===== config.mk =====
export PLATFORM = sky130hd
export DESIGN_NAME = plc_cell
export DESIGN_NICKNAME = d
export VERILOG_FILES = /design/src/plc_pkg.sv /design/src/plc_cell.sv
export SDC_FILE = /design/constraint.sdc
export NUM_CORES = 1
export LEC_CHECK = 0
export BUFFER_PORTS_ARGS = -buffer_cell sky130_fd_sc_hd__buf_2
export CAP_MARGIN = 20
export CORE_MARGIN = 1.5
export CORE_UTILIZATION = 40
export DETAILED_ROUTE_END_ITERATION = 10
export GPL_TIMING_DRIVEN = 1
export PLACE_DENSITY = 0.82
export SETUP_SLACK_MARGIN = 0.1
export SLEW_MARGIN = 5
export SYNTH_ARGS = -nofsm -noshare
export SYNTH_HDL_FRONTEND = slang
export SYNTH_SLANG_ARGS = --single-unit
export TNS_END_PERCENT = 1

===== constraint.sdc =====
create_clock -name clk -period 7.1 [get_ports clk]
set_input_delay 0.71 -clock clk [delete_from_list [all_inputs] [get_ports clk]]
set_output_delay 0.71 -clock clk [all_outputs]
set_load 0.02 [all_outputs]

===== src/plc_pkg.sv =====
// Shared types and constants for the positional list block.
package plc_pkg;

  localparam int CAPACITY_DEF = 64;
  localparam int DATA_W       = 32;
  localparam int POS_W        = 8;
  localparam int LEN_W        = 7;
  // Wide enough for any cell index, position or count across the capacity range.
  localparam int IDX_W        = 11;
  localparam int GRP_SIZE     = 8;

  localparam logic KIND_INSERT = 1'b0;
  localparam logic KIND_DELETE = 1'b1;

  typedef enum logic [1:0] {
    ST_OK      = 2'd0,
    ST_BAD_POS = 2'd1,
    ST_FULL    = 2'd2
  } status_t;

  typedef enum logic [1:0] {
    OP_HOLD,
    OP_INS,
    OP_DEL
  } cell_op_t;

  typedef enum logic [1:0] {
    S_IDLE,
    S_EXEC,
    S_REPLY
  } state_t;

  typedef struct packed {
    logic                     kind;
    logic [POS_W-1:0]         position;
    logic signed [DATA_W-1:0] value;
  } req_t;

  typedef struct packed {
    status_t                  status;
    logic signed [DATA_W-1:0] item_value;
    logic [LEN_W-1:0]         list_length;
  } rsp_t;

  // Broadcast to every cell of the row.
  typedef struct packed {
    cell_op_t                 op;
    logic [IDX_W-1:0]         idx;
    logic signed [DATA_W-1:0] value;
  } cell_cmd_t;

endpackage


===== src/plc_cell.sv =====
// One list slot: holds an entry and shifts with its neighbors on insert or delete.
module plc_cell #(
  parameter int INDEX = 0
) (
  input  logic                              clk,
  input  plc_pkg::cell_cmd_t                cmd,
  input  logic signed [plc_pkg::DATA_W-1:0] left_entry,
  input  logic signed [plc_pkg::DATA_W-1:0] right_entry,
  output logic signed [plc_pkg::DATA_W-1:0] entry,
  output logic signed [plc_pkg::DATA_W-1:0] tap
);
  import plc_pkg::*;

  localparam logic [IDX_W-1:0] MY_IDX = IDX_W'(INDEX);

  logic signed [DATA_W-1:0] entry_next;

  always_comb begin
    entry_next = entry;
    case (cmd.op)
      OP_INS: begin
        if (MY_IDX > cmd.idx) begin
          entry_next = left_entry;
        end else if (MY_IDX == cmd.idx) begin
          entry_next = cmd.value;
        end
      end
      OP_DEL: begin
        if (MY_IDX >= cmd.idx) begin
          entry_next = right_entry;
        end
      end
      default: entry_next = entry;
    endcase
  end

  // Pre-shift value of the addressed slot, zero elsewhere.
  assign tap = (MY_IDX == cmd.idx) ? entry : '0;

  always_ff @(posedge clk) begin
    entry <= entry_next;
  end

endmodule


## Word level (Yosys, flattened, before mapping)

Index checks and enable logic that the tools add are counted.

| word-level totals | value |
|---|---|
| register bits | 32 |
| bits in latches | 0 |
| memory bits (writable) | 0 |
| ROM bits | 0 |
| bits of input ports | 110 |
| output and inout bits | 64 |
| word-level logic and storage cells | 15 |
| memories kept | 0 |

| operators by class | value |
|---|---|
| add/subtract/negate cells | 0 |
| multiply operators | 0 |
| divide/modulo/power cells | 0 |
| order comparisons | 2 |
| eq/ne operators | 4 |
| shift operators | 0 |
| muxes and demuxes | 5 |
| bitwise gates (word level) | 0 |
| reduce and logical (&&, ||, !) cells | 3 |

Operators with widths:

| cell | count |
|---|---|
| $mux W32 | 4 |
| $pmux W32 S2 | 1 |
| $ge A1 B11 Y1 const A | 1 |
| $gt A1 B11 Y1 const A | 1 |
| $logic_not A11 Y1 | 1 |
| $ne A3 B3 Y1 const B | 1 |
| $reduce_and A3 Y1 | 1 |
| $eq A2 B1 Y1 const B | 1 |
| $eq A2 B2 Y1 const B | 1 |
| $ne A2 B2 Y1 const B | 1 |
| $reduce_bool A2 Y1 | 1 |

## Logic depth before layout (Yosys ltp)

Gate-level depths: netlist of the first run.

| logic depth | value |
|---|---|
| word-level depth | 4 |
| mapped depth | 4 |
| mapped depth without buffers | 2 |

## Least setup slack after synthesis of the first run

No wires, ideal clock.

| timing | value |
|---|---|
| path kind | in2reg |
| start point | input port cmd[33] (netlist name) |
| end point | register entry[0] (netlist name), enable pin |
| setup time | 501 ps |
| arrival | 4,577 ps |
| required time | 6,599 ps |
| slack | 2,022 ps |
| stages | 3 |
| buffers on the path | 1 |
| path through | or4_4 -> buf_6 -> nor4_1 |

| between the ends | value |
|---|---|
| longest elaborated chain between the ends | 3 |
| elaborated cells on any way between the ends | 6 |
| those cells by class | order compare: 2; eq/ne: 2; reduce/logical: 2 |

Ends and longest elaborated chain:

| element | line | source |
|---|---|---|
| start, declared | plc_cell.sv:6 | `input plc_pkg::cell_cmd_t cmd,` |
| $gt A1 B11 Y1 (tied with other cells) | plc_cell.sv:22 | `if (MY_IDX > cmd.idx) begin` |
| $ne A3 B3 Y1 (no source line) / $ne A2 B2 Y1 (equally long branches) | -- |  |
| $reduce_and A3 Y1 (no source line) * | -- |  |
| end signal, assigned | plc_cell.sv:41 | `entry <= entry_next;` |
| end, declared | plc_cell.sv:9 | `output logic signed [plc_pkg::DATA_W-1:0] entry,` |

Every way passes the cells marked *; elsewhere a longest branch is shown, timed or not.
A chain may end at the register's enable or synchronous reset.

## Final worst setup path of the first run

| timing | value |
|---|---|
| start point | input port cmd[40] (netlist name) |
| end point | output port tap[5] (netlist name) |

| between the ends | value |
|---|---|
| longest elaborated chain between the ends | 2 |

Ends and longest elaborated chain:

| element | line | source |
|---|---|---|
| $logic_not A11 Y1 | plc_cell.sv:38 | `assign tap = (MY_IDX == cmd.idx) ? entry : '0;` |
| $mux W32 | plc_cell.sv:38 |  |
| end, declared | plc_cell.sv:10 | `output logic signed [plc_pkg::DATA_W-1:0] tap` |

Every way passes these cells.

==> results of run 1 <==
==> final cells by class <==
cell class / count / share of cell area (%)
Multi-Input combinational cell: 70 / 29.3
Clock buffer: 7 / 2.76
Sequential cell: 32 / 34.7
Inverter: 32 / 4.34
Clock inverter: 1 / 0.136
Tap cell: 67 / 3.03
Timing Repair Buffer: 142 / 25.8
==> cells in the mapped netlist (all sizes together) <==
library cell	n	area [um^2]
nor4	33	394
edfxtp	32	961
inv	32	120
mux2	32	360
buf	10	101
clkbuf	6	22.5
or4	2	18.8
nor2b	1	6.26
or3	1	6.26
xnor2	1	8.76
==> per-layer routing <==
metal,track usage (%),part of all wire (%),up-vias
met5,0,0,-
met4,5.97,1.2,0
met3,3.98,5.9,6
met2,35.6,55,77
met1,20.2,38,794
li1,-,-,805
==> logic make-up after synthesis <==
group	synth area share [%]
buffers and inverters	12.2
AND/OR/NAND/NOR	21.3
multiplexers	18.0
flip-flops	48.1
XOR/XNOR	0.438
==> worst min path at each step <==
stage | start | end
2_1_floorplan | cmd[18] | entry[18]
3_3_place_gp | cmd[19] | entry[19]
3_5_place_dp | cmd[4] | entry[4]
4_1_cts | cmd[18] | entry[18]
5_1_grt | cmd[18] | entry[18]
6_report | cmd[18] | entry[18]
==> power groups by stage <==
stage / combinational, uW / sequential (uW) / clock, uW
floorplan: 28.3 / 213 / 0
global placement: 48.1 / 213 / 0
detailed placement: 50.4 / 213 / 0
CTS: 50.7 / 209 / 135
global route: 55.3 / 209 / 140
finish: 50.0 / 209 / 129
==> through the flow <==
stage | instances | setup slack, ns | util (%) | instance area (um^2) | total power (uW)
3_3_place_gp | 343 | 3.89 | 56.6 | 2690 | 261
3_5_place_dp | 343 | 3.88 | 56.6 | 2690 | 264
5_1_grt | 351 | 3.80 | 58.2 | 2770 | 405
2_1_floorplan | 150 | 2.02 | - | 2000 | 242
4_1_cts | 351 | 3.89 | 58.2 | 2770 | 395
6_report | 351 | 3.91 | 58.2 | 2770 | 389
==> critical path, cell delays in order <==
cell    delay, ns
buf_2        0.09
or4_2        1.12
nor4_2       0.33
buf_2        0.22
==> qor.yml, run 1 <==
yosys:
  synthDistinctLibCells: 15
  seq_area_frac_synth_pct: 48.1
  synth_cells: 150
  syn_nets: 260
  syn_area_per_cell_um2: 13.3
  synth-seq-cells: 32
  yosysWarnings: 0
  netlist_area_um2: 2000
global_routing:
  grt_pass1_wl_mm: 7.50
  grt_max_degree: 34
  grt_use_total_pct: 18.7
  grt_overflow_total: 0
  grt_pass1_vias: 1626
  antenna_found_initial: 0
drt:
  wl_mm: 4.91
  drtIter0Drc: 66
  drc: 0
  vias_per_cell: 4.79
  antenna_left: 0
  wl_per_cell_um: 14.0
  vias: 1682
  drtPass1Iterations: 4
timing:
  rsz0062_at_grt: "no"
  finalHoldViolations: 0
  slew_headroom_pct: 36.2
  drv_slew: 0
  hold_slack_ns: 0.720
  fin_crit_sh_pct: 44.9
  setup_viol: 0
  max_freq_mhz: 314
  finalCriticalPeriod_ns: 3.19
  tightestPinTransition_ns: 0.957
  tns_ns: 0
worst_setup_path:
  cp.arrival_ns: 2.48
  startpoint_type: "input port"
  crit_fanout: 33
  critPathRequiredTime_ns: 6.39
  crit_type: "in -> out"
  endpoint: "tap[5]"
  endpoint_kind: "output port"
  crit_start: "cmd[40]"
power_and_ir_drop:
  ir_drop_v: 0.0000986
  power_leakage_uw: 0.00125
  cell_internal_pwr_uw: 306
  p_per_area_nw_per_um2: 140
  power_frac_clock_pct: 33.3
  sw_frac_of_total_pct: 21.3
  power_frac_comb_pct: 12.9
  seqPwrFrac_pct: 53.8
  switching_power_uw: 82.7
die:
  initial_core_util_pct: 42.1
  coreArea_um2: 4750
  row_count: 25
  die-area_um2: 5430
  io_pins: 174
  die_w_um: 73.7
  die_height_um: 73.7
final_layout:
  final_common_cell: "buf_2"
  areaGrowthSynthToFinish_pct: 38.5
  drive_gt1_share_pct: 73.6
  regArea_um2: 961
  largest_reg_flops: 32
  layout_common_cells: "buf_2 (141), inv_1 (32), edfxtp_1 (32), nor4_2 (31), mux2_2 (27)"
  top_register: "entry"
  largestRegisters: "entry x32"
  multi_input_area_um2: 811
  nFillCells: 439
  nNetsFinal: 393
  diodes: 0
clock_tree:
  cts.sinks: 32
  htreeDepth: 2
  path_clk_slew_ns: 0.06
  clock_path_buffers: 2
  cts.root.buffer_cell: "clkbuf_8"
  cts_buffers: 5
  cts-resized-gates: 0
  cts_setup_buffers: 0
  cts_tree: "done"
  postCtsHoldBufs: 0
placed_design:
  gp_congestion: 0.788
  io_buffers: 141
  dp_hpwl_mm: 3.59
min_path:
  whs_path_depth: 2
  hp-class: "in -> reg"
job:
  cap_violations: 0
outcome:
  status: "finished clean"
No activity file was read; power rests on OpenSTA's default activity.
==> run 2, diff against run 1 <==
Settings changed: ABC_AREA from default to 1, CORE_UTILIZATION 40 to 37, PLACE_DENSITY 0.82 to 0.79.
Clock period 7.1 ns to 3.2 ns, I/O delays scaled along.
==> run 2 against run 1 <==
Against the previous run:
- via count is 11% higher
- hold slack worse by 0.42 ns
- power rose by 120%
- largest cell class unchanged
- wire length decreased by 3.6%
- synthesized cell count rose by 47%
- critical path depth rose by 4
- first-iteration DRC count grew 33%
==> qor.yml, run 2 <==
timing:
  finalHoldViolations: 0
  finalCriticalPeriod_ns: 1.97
  fin_ws_ns: 1.23
  slew_headroom_pct: 63.6
  fin_crit_sh_pct: 61.5
  setup_viol: 0
  drv_slew: 0
  tns_ns: 0
  tightestPinTransition_ns: 0.544
  max_freq_mhz: 508
  rsz0062_at_grt: "no"
die:
  die_w_um: 73.5
  row_count: 25
  coreArea_um2: 4750
  initial_core_util_pct: 38.6
  die-area_um2: 5400
  die_height_um: 73.5
  io_pins: 174
clock_tree:
  cts.root.buffer_cell: "clkbuf_8"
  htreeDepth: 2
  path_clk_slew_ns: 0.06
  cts-resized-gates: 0
  cts_tree: "done"
  cts_buffers: 5
  postCtsHoldBufs: 0
  cts.sinks: 32
  cts_setup_buffers: 0
  clock_path_buffers: 2
worst_setup_path:
  startpoint_type: "input port"
  path_buf_inv: 3
  endpoint_kind: "output port"
  critPathRequiredTime_ns: 2.88
  cp_top_family: "simple AND/OR/NAND/NOR gates"
  slowest_delay_ns: 0.37
  worst_path_max_delay_cell: "buf_4"
  crit_fanout: 18
  cp.arrival_ns: 1.65
  crit_type: "in -> out"
  cpMostUsedCell: "nor2_1"
  crit_chain: "buf_2 -> nor2_1 -> nand2_1 -> nor2_1 -> nand2_2 -> buf_4 -> nor2_1 -> buf_2"
yosys:
  netlist_area_um2: 1840
  syn_nets: 330
  synthDistinctLibCells: 12
  synth-seq-cells: 32
  synth_common_cells: "nand2_1 (67), inv_1 (34), edfxtp_1 (32), nand3_1 (32), nor2_2 (28)"
  synth_top_area_share_pct: 52.3
  synth_cells: 220
  synthTopCellsByArea: "edfxtp_1 (52%), nand2_1 (14%), nor2_2 (9.5%)"
  synth_flop_cell: "edfxtp_1"
  yosysWarnings: 0
  synth_top_cell_by_area: "edfxtp_1"
  seq_area_frac_synth_pct: 52.3
  synth_edf_count: 32
  async_flop_share_pct: 0
  yosysMostFrequentCell: "nand2_1"
  syn_area_per_cell_um2: 8.35
final_layout:
  drive_gt1_share_pct: 50.8
  final_common_cell: "buf_2"
  nFillCells: 452
  diodes: 0
  layout_common_cells: "buf_2 (141), nand2_1 (67), inv_1 (34), nand3_1 (32), edfxtp_1 (32)"
  areaGrowthSynthToFinish_pct: 45.0
  largest_reg_flops: 32
  nNetsFinal: 470
  largestRegisters: "entry x32"
  top_register: "entry"
power_and_ir_drop:
  seqPwrFrac_pct: 54.7
  p_per_area_nw_per_um2: 319
  switching_power_uw: 188
  ir_drop_v: 0.000172
  sw_frac_of_total_pct: 22.2
  power_frac_comb_pct: 12.5
  power_leakage_uw: 0.00151
  power_frac_clock_pct: 32.7
  cell_internal_pwr_uw: 661
drt:
  wl_mm: 4.73
  vias: 1860
  wl_per_cell_um: 11.1
  drc: 0
  drtPass1Iterations: 4
  antenna_left: 0
  drtIter0Drc: 88
  vias_per_cell: 4.36
min_path:
  hp-class: "in -> reg"
global_routing:
  grt_use_total_pct: 17.3
  grt_overflow_total: 0
  grt_pass1_wl_mm: 6.96
  grt_pass1_vias: 1642
  grt_max_degree: 33
  antenna_found_initial: 0
placed_design:
  gp_congestion: 0.816
  place_ws_ns: 1.20
  dp_hpwl_mm: 3.64
  io_buffers: 141
outcome:
  status: "finished clean"
job:
  cap_violations: 0
[run 2: changes by cell type in the layout (fill, tap and decap cells not counted), moves of 8 or more]
cell,before,now
nand2_1,0,67
nand3_1,0,32
nor4_2,31,0
nor2_2,0,28
mux2_2,27,0
nor2_1,0,8
[run 2: metrics by stage]
step	cell area (um^2)	utilization [%]	cells	total power (uW)	hold slack, ns
floorplan	1840	-	220	524	0.499
global placement	2590	54.4	420	577	0.584
detailed placement	2590	54.4	420	582	0.585
CTS	2660	56.0	427	859	0.295
global route	2660	56.0	427	890	0.296
finish	2660	56.0	427	850	0.302
[run 2: worst paths after layout]
path        end  slack (ns)  cells past startpoint     from
max      tap[0]        1.23                      8  cmd[40]
min   entry[23]        0.30                      3  cmd[23]
[run 2: area by class of cell]
class	count	area, um^2	area share, %
Timing Repair Buffer	146	743	27.9
Inverter	34	128	4.79
Multi-Input combinational cell	141	672	25.2
Clock inverter	2	7.51	0.282
Tap cell	67	83.8	3.15
Clock buffer	5	68.8	2.58
Sequential cell	32	961	36.1
[run 2: power by group through the flow]
stage	Clock [uW]	Combinational (uW)	Sequential [uW]
finish	278	106	465
global route	306	120	465
CTS	286	108	465
detailed placement	0	108	474
global placement	0	104	474
floorplan	0	50.0	474
[run 2: cell families after synthesis]
kind of cell	count (synthesis)	share of synthesized area [%]
buf+inv	47	11.5
flops	32	52.3
xor+xnor	1	0.477
simple gates	140	35.7
[run 2: routing by layer]
| layer | routed length [um] | global-route usage (%) | up-vias |
|---|---|---|---|
| met4 | 85 | 7.00 | 0 |
| met3 | 358 | 4.39 | 7 |
| li1 | - | - | 958 |
| met1 | 1790 | 17.3 | 812 |
| met5 | 0 | 0 | - |
| met2 | 2500 | 33.3 | 83 |
[run 2: worst min-delay path, delay by kind of cell]
family                 cells  cell delay [ns]
and+or+nand+nor            2             0.08
buffers and inverters      1             0.07
==> run 3, diff against run 2 <==
Settings changed: ABC_AREA 1 to 0, CORE_UTILIZATION 37 to 38, PLACE_DENSITY 0.79 to 0.78.
Clock period 3.2 ns to 2 ns, I/O delays scaled along.
==> run 3 against run 2 <==
Against the previous run:
- global-route usage is 0.25 points lower
- first-iteration DRC count shrank 42%
- via count shrank 8.4%
- final cell count down 15%
- clock power is 110% higher
- combinational power up 80%
- sequential power is 60% higher
- critical endpoint is now tap[8]
- largest cell class unchanged
- largest power group unchanged
==> qor.yml, run 3 (synthesis gave the netlist of run 1 again) <==
worst_setup_path:
  endpoint_kind: "output port"
  cp_top_family: "simple AND/OR/NAND/NOR gates"
  critPathRequiredTime_ns: 1.80
  path_buf_inv: 3
  slowest_delay_ns: 0.76
  worst-path-stages: 5
  crit_type: "in -> out"
  crit_fanout: 17
  cp.arrival_ns: 1.67
  worst_path_max_delay_cell: "or4_2"
  cpMostUsedCell: "buf_2"
  crit_chain: "buf_2 -> or4_2 -> buf_6 -> nor4_2 -> buf_2"
  startpoint_type: "input port"
timing:
  drv_slew: 0
  rsz0062_at_grt: "yes"
  fin_crit_sh_pct: 93.7
  hold_slack_ns: 0.214
  max_freq_mhz: 534
  setup_viol: 0
  finalCriticalPeriod_ns: 1.87
  slew_headroom_pct: 78.2
  tightestPinTransition_ns: 0.327
  fin_ws_ns: 0.126
  finalHoldViolations: 0
final_layout:
  fin_util_pct: 57.3
  drive_gt1_share_pct: 74.7
  diodes: 0
  areaGrowthSynthToFinish_pct: 45.4
  nNetsFinal: 402
  largest_reg_flops: 32
  final_common_cell: "buf_2"
  largestRegisters: "entry x32"
  design_area_um2: 2910
  nFillCells: 440
  top_register: "entry"
  layout_common_cells: "buf_2 (141), inv_1 (32), edfxtp_1 (32), nor4_2 (30), mux2_2 (27)"
clock_tree:
  cts_buffers: 5
  htreeDepth: 2
  postCtsHoldBufs: 0
  cts_tree: "done"
  clock_path_buffers: 2
  cts.sinks: 32
  path_clk_slew_ns: 0.07
  cts.root.buffer_cell: "clkbuf_8"
  cts_setup_buffers: 0
job:
  cap_violations: 0
drt:
  drtPass1Iterations: 4
  antenna_left: 0
  vias_per_cell: 4.69
  wl_met1_mm: 1.91
  routed.top_layer: "met4"
  wl_per_cell_um: 13.6
  route.met3.wl_um: 274
  wl_met2_mm: 2.71
  vias: 1704
  drc: 0
  drtIter0Drc: 51
  wl_mm: 4.94
die:
  initial_core_util_pct: 39.4
  die_w_um: 75.5
  row_count: 26
  io_pins: 174
  die-area_um2: 5710
  coreArea_um2: 5070
  die_height_um: 75.5
global_routing:
  grt_use_total_pct: 17.0
  antenna_found_initial: 0
  grt_overflow_total: 0
  grt_pass1_vias: 1518
  grt_max_degree: 22
  grt_pass1_wl_mm: 7.18
min_path:
  hp-class: "in -> reg"
  hp-start: "cmd[3]"
  whs_path_depth: 2
  min_to: "entry[3]"
power_and_ir_drop:
  ir_drop_v: 0.000423
  p_per_area_nw_per_um2: 526
  power_leakage_uw: 0.00133
  totalPowerFinal_uw: 1530
placed_design:
  dp_hpwl_mm: 3.90
  place_ws_ns: 0.0602
  gp_congestion: 0.690
  place_area_um2: 2790
  io_buffers: 141
outcome:
  status: "finished clean"
run 3: cell count changes in the layout (fill, tap and decap cells not counted), moves of 8 or more:
| cell | delta |
|---|---|
| nor2_1 | -8 |
| nor4_2 | +30 |
| nand3_1 | -32 |
| nor2_2 | -28 |
| nand2_1 | -67 |
| mux2_2 | +27 |
run 3: worst max path at each step:
stage,start,endpoint,slack [ns]
floorplan,cmd[40],entry[0],-0.40
global placement,cmd[40],entry[13],0.08
detailed placement,cmd[40],entry[19],0.06
CTS,cmd[40],tap[8],0.11
global route,cmd[40],tap[8],0.07
finish,cmd[40],tap[8],0.13
run 3: area by class of cell:
cell class,instances,area (um^2),share of cell area [%]
Sequential cell,32,961,33.0
Multi-Input combinational cell,70,820,28.2
Timing Repair Buffer,151,813,28.0
Inverter,32,120,4.13
Tap cell,70,87.6,3.01
Clock buffer,5,68.8,2.37
Clock inverter,3,37.5,1.29
run 3: what timing repair did:
| item | 4_1_cts | 5_1_grt |
|---|---|---|
| gates resized for setup | 1 | 1 |
| hold endpoints to repair | 0 | 0 |
| endpoints found under the setup margin | 1 | 7 |
run 3: through the flow:
step	TNS [ns]	cells
floorplan	-12.67	150
finish	0	363
global placement	0	355
CTS	0	363
global route	0	363
detailed placement	0	355
run 3: where the power goes:
group / total [uW] / switching (uW) / internal, uW
clock network: 597 / 234 / 363
registers: 743 / 0.107 / 743
logic: 191 / 78.6 / 112
total: 1530 / 313 / 1220
run 3: metal layers:
| metal | global-route usage [%] | up-vias |
|---|---|---|
| met2 | 31.0 | 66 |
| met3 | 5.16 | 2 |
| met1 | 19.4 | 812 |
| met4 | 4.37 | 0 |
| li1 | - | 824 |
| met5 | 0 | - |
